[src/sdinit_pkg.sv]
// ----------------------------------------------------------------------------
// sdinit_pkg: shared types and constants for the SD card init sequencer
// Phase encoding, command numbers, outcome codes, register map, reset values.
// ----------------------------------------------------------------------------
`default_nettype none

package sdinit_pkg;

  typedef enum logic [2:0] {
    PH_IDLE   = 3'd0,
    PH_CMD0   = 3'd1,
    PH_CMD8   = 3'd2,
    PH_CMD55  = 3'd3,
    PH_ACMD41 = 3'd4,
    PH_DONE   = 3'd5
  } phase_t;

  // command numbers
  localparam logic [5:0] CMD_GO_IDLE     = 6'd0;
  localparam logic [5:0] CMD_SEND_IF     = 6'd8;
  localparam logic [5:0] CMD_APP         = 6'd55;
  localparam logic [5:0] ACMD_SD_OP_COND = 6'd41;

  // outcome codes
  localparam logic [2:0] OUT_RUNNING     = 3'd0;
  localparam logic [2:0] OUT_READY       = 3'd1;
  localparam logic [2:0] OUT_CHECK_FAIL  = 3'd2;
  localparam logic [2:0] OUT_CMD55_FAIL  = 3'd3;
  localparam logic [2:0] OUT_ACMD41_FAIL = 3'd4;
  localparam logic [2:0] OUT_TIMEOUT     = 3'd5;

  // input opcodes
  localparam logic OP_START    = 1'b0;
  localparam logic OP_RESPONSE = 1'b1;

  // register map
  localparam int          CFG_IDX_W         = 3;
  localparam logic [2:0]  CFG_MAX_ATTEMPTS  = 3'd0;
  localparam logic [2:0]  CFG_HCS_DROP      = 3'd1;
  localparam logic [2:0]  CFG_START_ARG     = 3'd2;
  localparam logic [2:0]  CFG_FEEDBACK_MASK = 3'd3;
  localparam logic [2:0]  CFG_FALLBACK_ARG  = 3'd4;
  localparam logic [2:0]  CFG_CHECK_PATTERN = 3'd5;

  // register reset values
  localparam logic [6:0]  RST_MAX_ATTEMPTS  = 7'd100;
  localparam logic [6:0]  RST_HCS_DROP      = 7'd50;
  localparam logic [31:0] RST_START_ARG     = 32'h4000_0000;
  localparam logic [31:0] RST_FEEDBACK_MASK = 32'h40FF_8000;
  localparam logic [31:0] RST_FALLBACK_ARG  = 32'h00FF_8000;
  localparam logic [11:0] RST_CHECK_PATTERN = 12'h1AA;

  // status / OCR fields
  localparam logic [15:0] ST_RECEIVED = 16'h0011;  // end bit or crc bit
  localparam int          OCR_READY_BIT = 31;
  localparam int          OCR_HCS_BIT   = 30;
  localparam logic [31:0] OCR_WINDOW    = 32'h00FF_FFFF;

  typedef struct packed {
    logic [6:0]  max_attempts;
    logic [6:0]  hcs_drop_attempt;
    logic [31:0] start_argument;
    logic [31:0] feedback_mask;
    logic [31:0] fallback_argument;
    logic [11:0] check_pattern;
  } cfg_t;

  typedef struct packed {
    logic        command_valid;
    logic [5:0]  command_index;
    logic [31:0] command_argument;
    logic        expects_response;
    logic [2:0]  outcome;
    logic [6:0]  attempt_count;
    logic [31:0] card_ocr;
    logic [15:0] last_status;
    logic        high_capacity;
    logic [31:0] argument_in_use;
  } result_t;

endpackage

`default_nettype wire

[src/sd_card_init_sequencer_core.sv]
// ----------------------------------------------------------------------------
// sd_card_init_sequencer_core: SD card bring-up command sequencer
// Usage:
//   Input channel (in_valid/in_stall, opcode, status_flags, response_word):
//   a start request begins the sequence with CMD0; each response request
//   yields the next command (CMD8, CMD55, ACMD41) or a final outcome.
//   Output channel (out_valid/out_stall): one result per start request and
//   per response taken while the sequence runs; responses taken while idle
//   or finished produce nothing.
//   Config channel (cfg_valid/cfg_ready, cfg_index, cfg_data): always ready;
//   write only while no request is in flight.
// Timing: a request is registered in the input stage, judged there by the
//   sequencer and its result is registered in the result stage. One request
//   per cycle is sustained while out_stall holds no result; the state update
//   of the sequencer is registered together with the result.
// Reset (rst, synchronous): sequence idle, registers to their defaults, both
//   pipeline stages empty.
// Stall: while out_stall holds a result, the input stage holds its request
//   and in_stall rises; a held response that produces no result still drains.
// ----------------------------------------------------------------------------
`default_nettype none

module sd_card_init_sequencer_core (
  input  wire logic                             clk,
  input  wire logic                             rst,
  // request channel
  input  wire logic                             in_valid,
  output logic                                  in_stall,
  input  wire logic                             opcode,
  input  wire logic [15:0]                      status_flags,
  input  wire logic [31:0]                      response_word,
  // result channel
  output logic                                  out_valid,
  input  wire logic                             out_stall,
  output logic                                  command_valid,
  output logic [5:0]                            command_index,
  output logic [31:0]                           command_argument,
  output logic                                  expects_response,
  output logic [2:0]                            outcome,
  output logic [6:0]                            attempt_count,
  output logic [31:0]                           card_ocr,
  output logic [15:0]                           last_status,
  output logic                                  high_capacity,
  output logic [31:0]                           argument_in_use,
  // config write channel
  input  wire logic                             cfg_valid,
  output logic                                  cfg_ready,
  input  wire logic [sdinit_pkg::CFG_IDX_W-1:0] cfg_index,
  input  wire logic [31:0]                      cfg_data
);
  import sdinit_pkg::*;

  cfg_t        cfg;
  result_t     result;
  logic        has_result;

  logic        s1_valid;
  logic        s1_opcode;
  logic [15:0] s1_status;
  logic [31:0] s1_resp;
  logic        s1_go;
  logic        out_free;

  sdinit_cfg_regs u_cfg (
    .clk       (clk),
    .rst       (rst),
    .cfg_valid (cfg_valid),
    .cfg_ready (cfg_ready),
    .cfg_index (cfg_index),
    .cfg_data  (cfg_data),
    .cfg       (cfg)
  );

  sdinit_seq u_seq (
    .clk           (clk),
    .rst           (rst),
    .go            (s1_go),
    .opcode        (s1_opcode),
    .status_flags  (s1_status),
    .response_word (s1_resp),
    .cfg           (cfg),
    .has_result    (has_result),
    .result        (result)
  );

  assign out_free = !out_valid || !out_stall;
  assign s1_go    = s1_valid && (!has_result || out_free);
  assign in_stall = s1_valid && !s1_go;

  // input stage
  always_ff @(posedge clk) begin
    if (rst) begin
      s1_valid <= 1'b0;
    end else if (!in_stall) begin
      s1_valid <= in_valid;
    end
  end

  always_ff @(posedge clk) begin
    if (in_valid && !in_stall) begin
      s1_opcode <= opcode;
      s1_status <= status_flags;
      s1_resp   <= response_word;
    end
  end

  // result stage
  always_ff @(posedge clk) begin
    if (rst) begin
      out_valid <= 1'b0;
    end else if (out_free) begin
      out_valid <= s1_go && has_result;
    end
  end

  always_ff @(posedge clk) begin
    if (out_free && s1_go && has_result) begin
      command_valid    <= result.command_valid;
      command_index    <= result.command_index;
      command_argument <= result.command_argument;
      expects_response <= result.expects_response;
      outcome          <= result.outcome;
      attempt_count    <= result.attempt_count;
      card_ocr         <= result.card_ocr;
      last_status      <= result.last_status;
      high_capacity    <= result.high_capacity;
      argument_in_use  <= result.argument_in_use;
    end
  end

endmodule

`default_nettype wire

[src/sdinit_cfg_regs.sv]
// ----------------------------------------------------------------------------
// sdinit_cfg_regs: configuration register bank
// Six registers written by index; writes to unused indexes are dropped.
// ----------------------------------------------------------------------------
`default_nettype none

module sdinit_cfg_regs (
  input  wire logic                         clk,
  input  wire logic                         rst,
  input  wire logic                         cfg_valid,
  output logic                              cfg_ready,
  input  wire logic [sdinit_pkg::CFG_IDX_W-1:0] cfg_index,
  input  wire logic [31:0]                  cfg_data,
  output sdinit_pkg::cfg_t                  cfg
);
  import sdinit_pkg::*;

  assign cfg_ready = 1'b1;

  always_ff @(posedge clk) begin
    if (rst) begin
      cfg.max_attempts      <= RST_MAX_ATTEMPTS;
      cfg.hcs_drop_attempt  <= RST_HCS_DROP;
      cfg.start_argument    <= RST_START_ARG;
      cfg.feedback_mask     <= RST_FEEDBACK_MASK;
      cfg.fallback_argument <= RST_FALLBACK_ARG;
      cfg.check_pattern     <= RST_CHECK_PATTERN;
    end else if (cfg_valid && cfg_ready) begin
      case (cfg_index)
        CFG_MAX_ATTEMPTS:  cfg.max_attempts      <= cfg_data[6:0];
        CFG_HCS_DROP:      cfg.hcs_drop_attempt  <= cfg_data[6:0];
        CFG_START_ARG:     cfg.start_argument    <= cfg_data;
        CFG_FEEDBACK_MASK: cfg.feedback_mask     <= cfg_data;
        CFG_FALLBACK_ARG:  cfg.fallback_argument <= cfg_data;
        CFG_CHECK_PATTERN: cfg.check_pattern     <= cfg_data[11:0];
        default: ;
      endcase
    end
  end

endmodule

`default_nettype wire

[src/sdinit_seq.sv]
// ----------------------------------------------------------------------------
// sdinit_seq: bring-up state machine
// Judges one request per cycle while go is high, updates sequence state and forms the result.
// ----------------------------------------------------------------------------
`default_nettype none

module sdinit_seq (
  input  wire logic               clk,
  input  wire logic               rst,
  input  wire logic               go,
  input  wire logic               opcode,
  input  wire logic [15:0]        status_flags,
  input  wire logic [31:0]        response_word,
  input  wire sdinit_pkg::cfg_t   cfg,
  output logic                    has_result,
  output sdinit_pkg::result_t     result
);
  import sdinit_pkg::*;

  phase_t      phase, phase_next;
  logic [6:0]  round_counter, round_counter_next;
  logic [31:0] acmd_argument, acmd_argument_next;
  logic        window_captured, window_captured_next;
  logic [31:0] saved_ocr, saved_ocr_next;

  logic        ok;
  logic        echo_ok;
  logic        take_window;
  logic [31:0] arg_fb;
  logic [6:0]  round_inc;
  logic        ocr_ready;

  assign ok          = (status_flags & ST_RECEIVED) != 16'd0;
  assign echo_ok     = response_word == {20'd0, cfg.check_pattern};
  assign take_window = !window_captured && ((response_word & OCR_WINDOW) != 32'd0);
  assign arg_fb      = take_window ? (response_word & cfg.feedback_mask) : acmd_argument;
  assign round_inc   = round_counter + 7'd1;
  assign ocr_ready   = response_word[OCR_READY_BIT];

  // next state
  always_comb begin
    phase_next           = phase;
    round_counter_next   = round_counter;
    acmd_argument_next   = acmd_argument;
    window_captured_next = window_captured;
    saved_ocr_next       = saved_ocr;
    if (opcode == OP_START) begin
      phase_next           = PH_CMD0;
      round_counter_next   = 7'd0;
      acmd_argument_next   = cfg.start_argument;
      window_captured_next = 1'b0;
      saved_ocr_next       = 32'd0;
    end else begin
      case (phase)
        PH_CMD0:  phase_next = PH_CMD8;
        PH_CMD8:  phase_next = (ok && echo_ok) ? PH_CMD55 : PH_DONE;
        PH_CMD55: phase_next = ok ? PH_ACMD41 : PH_DONE;
        PH_ACMD41: begin
          if (!ok) begin
            phase_next = PH_DONE;
          end else begin
            saved_ocr_next = response_word;
            if (take_window) window_captured_next = 1'b1;
            if (ocr_ready) begin
              acmd_argument_next = arg_fb;
              phase_next         = PH_DONE;
            end else begin
              acmd_argument_next = (round_counter == cfg.hcs_drop_attempt)
                                   ? cfg.fallback_argument : arg_fb;
              round_counter_next = round_inc;
              phase_next = (round_inc >= cfg.max_attempts) ? PH_DONE : PH_CMD55;
            end
          end
        end
        default: ;
      endcase
    end
  end

  // outputs
  always_comb begin
    logic [2:0]  oc;
    logic [5:0]  idx;
    logic [31:0] arg;
    logic        hc;
    oc  = OUT_RUNNING;
    idx = CMD_GO_IDLE;
    arg = 32'd0;
    hc  = 1'b0;
    has_result = 1'b1;
    if (opcode != OP_START) begin
      case (phase)
        PH_CMD0: begin
          idx = CMD_SEND_IF;
          arg = {20'd0, cfg.check_pattern};
        end
        PH_CMD8: begin
          if (ok && echo_ok) idx = CMD_APP;
          else               oc  = OUT_CHECK_FAIL;
        end
        PH_CMD55: begin
          if (ok) begin
            idx = ACMD_SD_OP_COND;
            arg = acmd_argument;
          end else begin
            oc = OUT_CMD55_FAIL;
          end
        end
        PH_ACMD41: begin
          if (!ok) begin
            oc = OUT_ACMD41_FAIL;
          end else if (ocr_ready) begin
            oc = OUT_READY;
            hc = response_word[OCR_HCS_BIT];
          end else if (round_inc >= cfg.max_attempts) begin
            oc = OUT_TIMEOUT;
          end else begin
            idx = CMD_APP;
          end
        end
        default: has_result = 1'b0;
      endcase
    end
    result.command_valid    = oc == OUT_RUNNING;
    result.command_index    = (oc == OUT_RUNNING) ? idx : CMD_GO_IDLE;
    result.command_argument = (oc == OUT_RUNNING) ? arg : 32'd0;
    result.expects_response = (oc == OUT_RUNNING) && (opcode != OP_START);
    result.outcome          = oc;
    result.attempt_count    = round_counter_next;
    result.card_ocr         = saved_ocr_next;
    result.last_status      = (opcode == OP_START) ? 16'd0 : status_flags;
    result.high_capacity    = hc;
    result.argument_in_use  = acmd_argument_next;
  end

  always_ff @(posedge clk) begin
    if (rst) begin
      phase           <= PH_IDLE;
      round_counter   <= 7'd0;
      acmd_argument   <= 32'd0;
      window_captured <= 1'b0;
      saved_ocr       <= 32'd0;
    end else if (go) begin
      phase           <= phase_next;
      round_counter   <= round_counter_next;
      acmd_argument   <= acmd_argument_next;
      window_captured <= window_captured_next;
      saved_ocr       <= saved_ocr_next;
    end
  end

endmodule

`default_nettype wire

[config.mk]
export PLATFORM = sky130hd
export DESIGN_NAME = sd_card_init_sequencer_core
export DESIGN_NICKNAME = d
export VERILOG_FILES = /design/src/sdinit_pkg.sv /design/src/sd_card_init_sequencer_core.sv /design/src/sdinit_cfg_regs.sv /design/src/sdinit_seq.sv
export SDC_FILE = /design/constraint.sdc
export NUM_CORES = 1
export LEC_CHECK = 0
export ABC_AREA = 1
export ABC_CLOCK_PERIOD_IN_PS = 7600
export BUFFER_PORTS_ARGS = -buffer_cell sky130_fd_sc_hd__buf_2
export CELL_PAD_IN_SITES_DETAIL_PLACEMENT = 1
export CELL_PAD_IN_SITES_GLOBAL_PLACEMENT = 1
export CORE_MARGIN = 5
export CORE_UTILIZATION = 39
export CTS_BUF_LIST = sky130_fd_sc_hd__clkbuf_16
export DETAILED_ROUTE_END_ITERATION = 10
export PLACE_DENSITY_LB_ADDON = 0.1
export SLEW_MARGIN = 15
export SYNTH_ARGS = -nofsm -noshare
export SYNTH_HDL_FRONTEND = slang
export SYNTH_SLANG_ARGS = --single-unit
[constraint.sdc]
create_clock -name clk -period 7.6 [get_ports clk]
set_input_delay 0.76 -clock clk [delete_from_list [all_inputs] [get_ports clk]]
set_output_delay 0.76 -clock clk [all_outputs]
set_load 0.05 [all_outputs]
After elaboration in Yosys (flattened, before gate mapping):

Cells that the tools add are included.
Widths: inputs -> output; s select.

* register bits after elaboration: 379
* input bits: 89
* output and inout bits: 134
* logic and storage cells: 117

* $add $sub $neg: 1
* order comparisons: 1
* equality and inequality tests: 15
* multiplexer cells: 41
* bitwise logic cells: 1
* reduce and logical (&&, ||, !) cells: 32

Operator list (number)
* $mux 32: 10
* $pmux 32 s2: 1
* $and 32x32->32: 1
* $eq 32x12->1: 1
* $reduce_bool 32->1: 1
* $mux 6: 5
* $mux 7: 4
* $mux 3: 9
* $pmux 6 s4: 1
* $reduce_and 2->1: 8
* $reduce_bool 16->1: 1
* $eq 3x2->1 const B: 4
* $pmux 3 s4: 1
* $eq 3x3->1 const B: 3
* $logic_and 1x1->1: 9
* $pmux 3 s3: 1
* $reduce_and 4->1: 2
* $add 7x1->7 const B: 1
* $eq 7x7->1: 1
* $ge 7x7->1: 1
* $mux 1: 7
* $eq 3x1->1 const B: 2
* $logic_not 1->1: 6
* $logic_not 3->1: 2
* other kinds (5): 9

Depth between registers and ports, before layout:

* depth in word-level cells: 11
* depth in mapped cells: 16
* depth with buffers taken out: 14

Cells and area by module:

A second synthesis with hierarchy kept.

* cells, all modules: 2043
* area total of the unflattened synthesis: 17013.8 um2

Modules (own cells, without submodules)
* sdinit_seq: instances 1, cells each 1161, area an instance 6746.5 um2
* sd_card_init_sequencer_core: instances 1, cells each 199, area an instance 5515.3 um2
* sdinit_cfg_regs: instances 1, cells each 683, area an instance 4752.1 um2

Worst setup path before layout:

OpenSTA, ideal clock, no wires.

* path kind: input to register
* start: input out_stall
* end: register u_seq.phase[1]
* data arrival time: 7179 ps
* required time: 7479 ps
* path slack: 300 ps
* cell stages on the path: 8
* path through: nand2_1 inv_1 nand2_1 nand2_2 nor2_1 inv_1 nand2_1 a21oi_1

* word-level cells in the longest chain between the ends: 5

RTL lines
* start: declaration: RTL line sd_card_init_sequencer_core.sv:34 `input wire logic out_stall,`
* $logic_not 1->1: RTL line sd_card_init_sequencer_core.sv:86 `assign out_free = !out_valid || !out_stall;`
* $logic_or 1x1->1: RTL line sd_card_init_sequencer_core.sv:86
* $logic_or 1x1->1: RTL line sd_card_init_sequencer_core.sv:87 `assign s1_go = s1_valid && (!has_result || out_free);`
* $logic_and 1x1->1: RTL line sd_card_init_sequencer_core.sv:87
* $reduce_and 2->1 (no line)
* end signal: assignment: RTL line sdinit_seq.sv:144 `phase <= phase_next;`
* end: declaration: RTL line sdinit_seq.sv:20 `phase_t phase, phase_next;`

Every way passes these cells.
A chain may end at the register's enable or synchronous reset.

Worst setup path after layout:

* start: register u_seq.round_counter[0]
* end: register command_argument[30], data pin

* word-level cells in the longest chain between the ends: 9

RTL lines
* start: declaration: RTL line sdinit_seq.sv:21 `logic [6:0] round_counter, round_counter_next;`
* start signal: assignment: RTL line sdinit_seq.sv:145 `round_counter <= round_counter_next;`
* $add 7x1->7: RTL line sdinit_seq.sv:37 `assign round_inc = round_counter + 7'd1;`
* $ge 7x7->1: RTL line sdinit_seq.sv:115 `end else if (round_inc >= cfg.max_attempts) begin`
* $mux 3: RTL line sdinit_seq.sv:115
* $mux 3: RTL line sdinit_seq.sv:112 `end else if (ocr_ready) begin`
* $mux 3: RTL line sdinit_seq.sv:110 `if (!ok) begin`
* $pmux 3 s3: RTL line sdinit_seq.sv:92 `case (phase)`
* $mux 3: RTL line sdinit_seq.sv:91 `if (opcode != OP_START) begin`
* $logic_not 3->1: RTL line sdinit_seq.sv:126 `result.command_argument = (oc == OUT_RUNNING) ? arg : 32'd0;`
* $reduce_and 2->1 (no line)
* end signal: assignment: RTL line sd_card_init_sequencer_core.sv:120 `command_argument <= result.command_argument;`
* end: declaration: RTL line sd_card_init_sequencer_core.sv:37 `output logic [31:0] command_argument,`

Every way passes these cells.

==> flow_metrics.env <==
export IMPL_status="finished, final reports clean"
export IMPL_fin_cells=2572
export IMPL_worstSkewPairLatency_ps=560
export IMPL_first_pass_iters=4
export IMPL_grt_pass1_wl_um=76000
export IMPL_via_per_inst=5.04
export IMPL_ys_seq_area_frac=0.580
export IMPL_drt_iter0_markers=718
export IMPL_synth_area_mm2=0.0160
export IMPL_regToRegStartpoint="u_seq.round_counter[0]"
export IMPL_slew_headroom=0.291
export IMPL_power_density_mw_per_mm2=253
export IMPL_postSynthAreaPerCell_um2=8.75
export IMPL_async_reset_ff_frac=0
export IMPL_fin_setup_tns_ps=0
export IMPL_portBuffers=221
export IMPL_start_kind="flip-flop"
export IMPL_peakVddDrop_mv=0.163
export IMPL_pwr_share_clk=0.433
export IMPL_synth_mux_area_frac=0
export IMPL_overflow=0
export IMPL_synth_fp_nets=1930
export IMPL_max_freq_mhz=280
export IMPL_comb_power_share=0.089
export IMPL_fp_coreArea_mm2=0.0407
export IMPL_synthTopCellsByArea="edfxtp_1 (33%), dfxtp_1 (25%), nand2_1 (8.1%), a21oi_1 (6.4%), o21ai_0 (5.7%)"
export IMPL_r2r_setup_slack_ps=4030
export IMPL_num_rows=74
export IMPL_path_class="flip-flop to flip-flop"
export IMPL_clockBufferDepth=3
export IMPL_cts_resized=0
export IMPL_antenna_found_initial=7
export IMPL_crit_fanout=36
export IMPL_arrival_ps=3940
export IMPL_cp_common_cell="nor2_1"
export IMPL_synth_warnings=0
export IMPL_cts_tree="done"
export IMPL_areaGrowthSynthToFinish_pct=17.5
export IMPL_die_h_um=213
export IMPL_register_area_mm2=0.00930
export IMPL_cts_sinks=376
export IMPL_tightest_slew_ps=1060
export IMPL_critPathMaxStageDelay_ps=640
export IMPL_grt_pass1_vias=12925
export IMPL_cts_setup_buffers=0
export IMPL_startpoint="u_seq.round_counter[0]"
export IMPL_place_congestion=0.828
export IMPL_initial_core_util=0.394
export IMPL_yosys_area_top_type_share=0.332
export IMPL_place_inst=2495
export IMPL_synth_most_common_cell="nand2_1"
export IMPL_drv_cap=0
export IMPL_synth_top_family_by_area="simple AND/OR/NAND/NOR gates"
export IMPL_cts_hold_buf=0
export IMPL_multi_input_area_mm2=0.00531
export IMPL_power_share_switching=0.250
export IMPL_fin_crit_ps=3570
export IMPL_setup_violations=0
export IMPL_min_path_type="primary input to flip-flop"
export IMPL_final_nets=2104
export IMPL_ios=223
export IMPL_synthSimpleGateAreaFrac=0.161
export IMPL_netlist_top_cells_count="nand2_1 (344), inv_1 (232), a21oi_1 (206), dfxtp_1 (199), o21ai_0 (182)"
export IMPL_pwr_share_seq=0.478
export IMPL_report_final_slew_viol_count=0
export IMPL_synth_distinct_cells=36
export IMPL_drc=0
export IMPL_hp_start="status_flags[13]"
export IMPL_path_cells="ha_1, nand3_1, nor3_1, xor2_1, ha_1, a21o_1, nor2_1, nand3_1, nor2_1, nor2_1, nor2_1, nand4_4, nor2_2"
export IMPL_synth_fa_ha_area_frac=0.00624
export IMPL_die_x_um=213
export IMPL_power_leakage_nw=8.23
export IMPL_rsz0062_at_grt="false"
export IMPL_place_hpwl_um=33100
export IMPL_ant_nets=0
export IMPL_routedWlPerCell_um=19.2
export IMPL_dieArea_mm2=0.0453
export IMPL_design_power_total_w=0.00476
export IMPL_drive_gt1_frac=0.184
export IMPL_critPathSlowestCell="nand4_4"
export IMPL_ys_flop_type="dfxtp_1"
export IMPL_switchingPower_w=0.00119
export IMPL_ctsRootBufferMaster="clkbuf_16"
export IMPL_h_tree_depth=2
export IMPL_synth_edf_count=177
export IMPL_synth_xor_area_share=0.00382
export IMPL_worstSetupEndpointType="flip-flop"
export IMPL_hold_viol=0
export IMPL_clock_skew_final_ps=18.1
export IMPL_critPathRequiredTime_ps=7970
export IMPL_synth_cells=1833
export IMPL_gr_usage_all_layers=0.214
export IMPL_cts_buffers=42
export IMPL_period_share=0.470
export IMPL_nFillCells=4864
export IMPL_clk_pin_slew_ps=60
export IMPL_drt_wl_total_um=49300
export IMPL_p_int_w=0.00357
export IMPL_vias=12956
export IMPL_synth_seq_cells=376
export IMPL_synth_compound_area_frac=0.159
export IMPL_grt_max_degree=111
export IMPL_yosysTopAreaCell="edfxtp_1"
-- sequential cells by signal (all words and copies together), names as in the netlist --
name	count
u_cfg.cfg	122
argument_in_use	32
card_ocr	32
command_argument	32
s1_resp	32
u_seq.acmd_argument	32
u_seq.saved_ocr	32
last_status	16
s1_status	16
attempt_count	7
u_seq.round_counter	7
command_index	3
outcome	3
u_seq.phase	3
command_valid	1
expects_response	1
high_capacity	1
out_valid	1
s1_opcode	1
s1_valid	1
u_seq.window_captured	1
-- cells by family after synthesis --
logic type / Yosys count
compound gates: 472
xor+xnor: 7
fa+ha+maj: 8
simple gates: 616
other cells: 1
flops: 376
buf+inv: 353
-- final timing paths --
path / to / cells after the start
max: command_argument[30] / 13
min: s1_status[13] / 1
max reg2reg: command_argument[30] / 13
min reg2reg: u_cfg.cfg[15] / 2
-- cell type report --
type	count	area share
repair buffers	238	0.0662
inverters	245	0.0491
multi-input cells	1104	0.282
diodes	1	0.000133
clock buffers	42	0.0558
clock inverters	34	0.0177
well taps	532	0.0353
flip-flops and latches	376	0.494
-- power by group through the flow --
stage                     sequential (W)  combinational, W  clock, W
after global placement           0.00231          0.000419         0
final                            0.00227          0.000425   0.00206
after global routing             0.00228          0.000472   0.00220
after floorplan                  0.00239          0.000212         0
after detailed placement         0.00232          0.000429         0
after CTS                        0.00227          0.000431   0.00212
-- routing by layer --
| layer | routed length, µm | global-route usage | vias to the layer above | part of all wire |
|---|---|---|---|---|
| met5 | 55 | 0 | - | 0.0011 |
| met4 | 852 | 0.0490 | 8 | 0.017 |
| met3 | 3280 | 0.0514 | 64 | 0.066 |
| met2 | 22100 | 0.334 | 278 | 0.45 |
| met1 | 23000 | 0.304 | 6237 | 0.47 |
| li1 | - | - | 6369 | - |
-- per-stage QoR --
| stage | instance area [µm²] | worst slack [ps] | utilization | hold slack (ps) |
|---|---|---|---|---|
| floorplan | 16000 | 300 | - | 429 |
| global placement | 17400 | 4210 | 0.428 | 439 |
| detailed placement | 17400 | 4040 | 0.428 | 447 |
| CTS | 18800 | 4000 | 0.462 | 338 |
| global route | 18800 | 3580 | 0.462 | 350 |
| finish | 18800 | 4030 | 0.462 | 379 |
-- worst max-delay path: cells and delay by family, from the launching register on --
| kind | cells | cell delay (ps) |
|---|---|---|
| adders and majority gates | 2 | 530 |
| DFF | 1 | 490 |
| AOI/OAI and AO/OA | 1 | 170 |
| xor gates and xnor gates | 1 | 240 |
| and+or+nand+nor | 9 | 1910 |
-- layout by cell type (no fill, tap or decap), types with 2 or more instances in the layout --
cell	count
clkinv_1	13
bufinv_16	7
o211ai_1	16
ha_1	8
edfxtp_1	177
nand3_2	2
nor2_4	3
o22ai_1	2
nand2_1	344
nor3_1	4
xnor2_1	3
nand2_2	2
o21ai_1	23
a21oi_2	26
clkinv_2	7
clkbuf_16	42
nand3_1	89
inv_4	2
o21ai_0	182
buf_2	221
a22oi_1	14
buf_4	16
nor2_2	32
inv_2	11
nor2_1	130
a21oi_1	206
inv_1	238
nand3b_1	2
dfxtp_1	199
nand4_1	5
xor2_1	4
(Power assumes the default switching activity.)
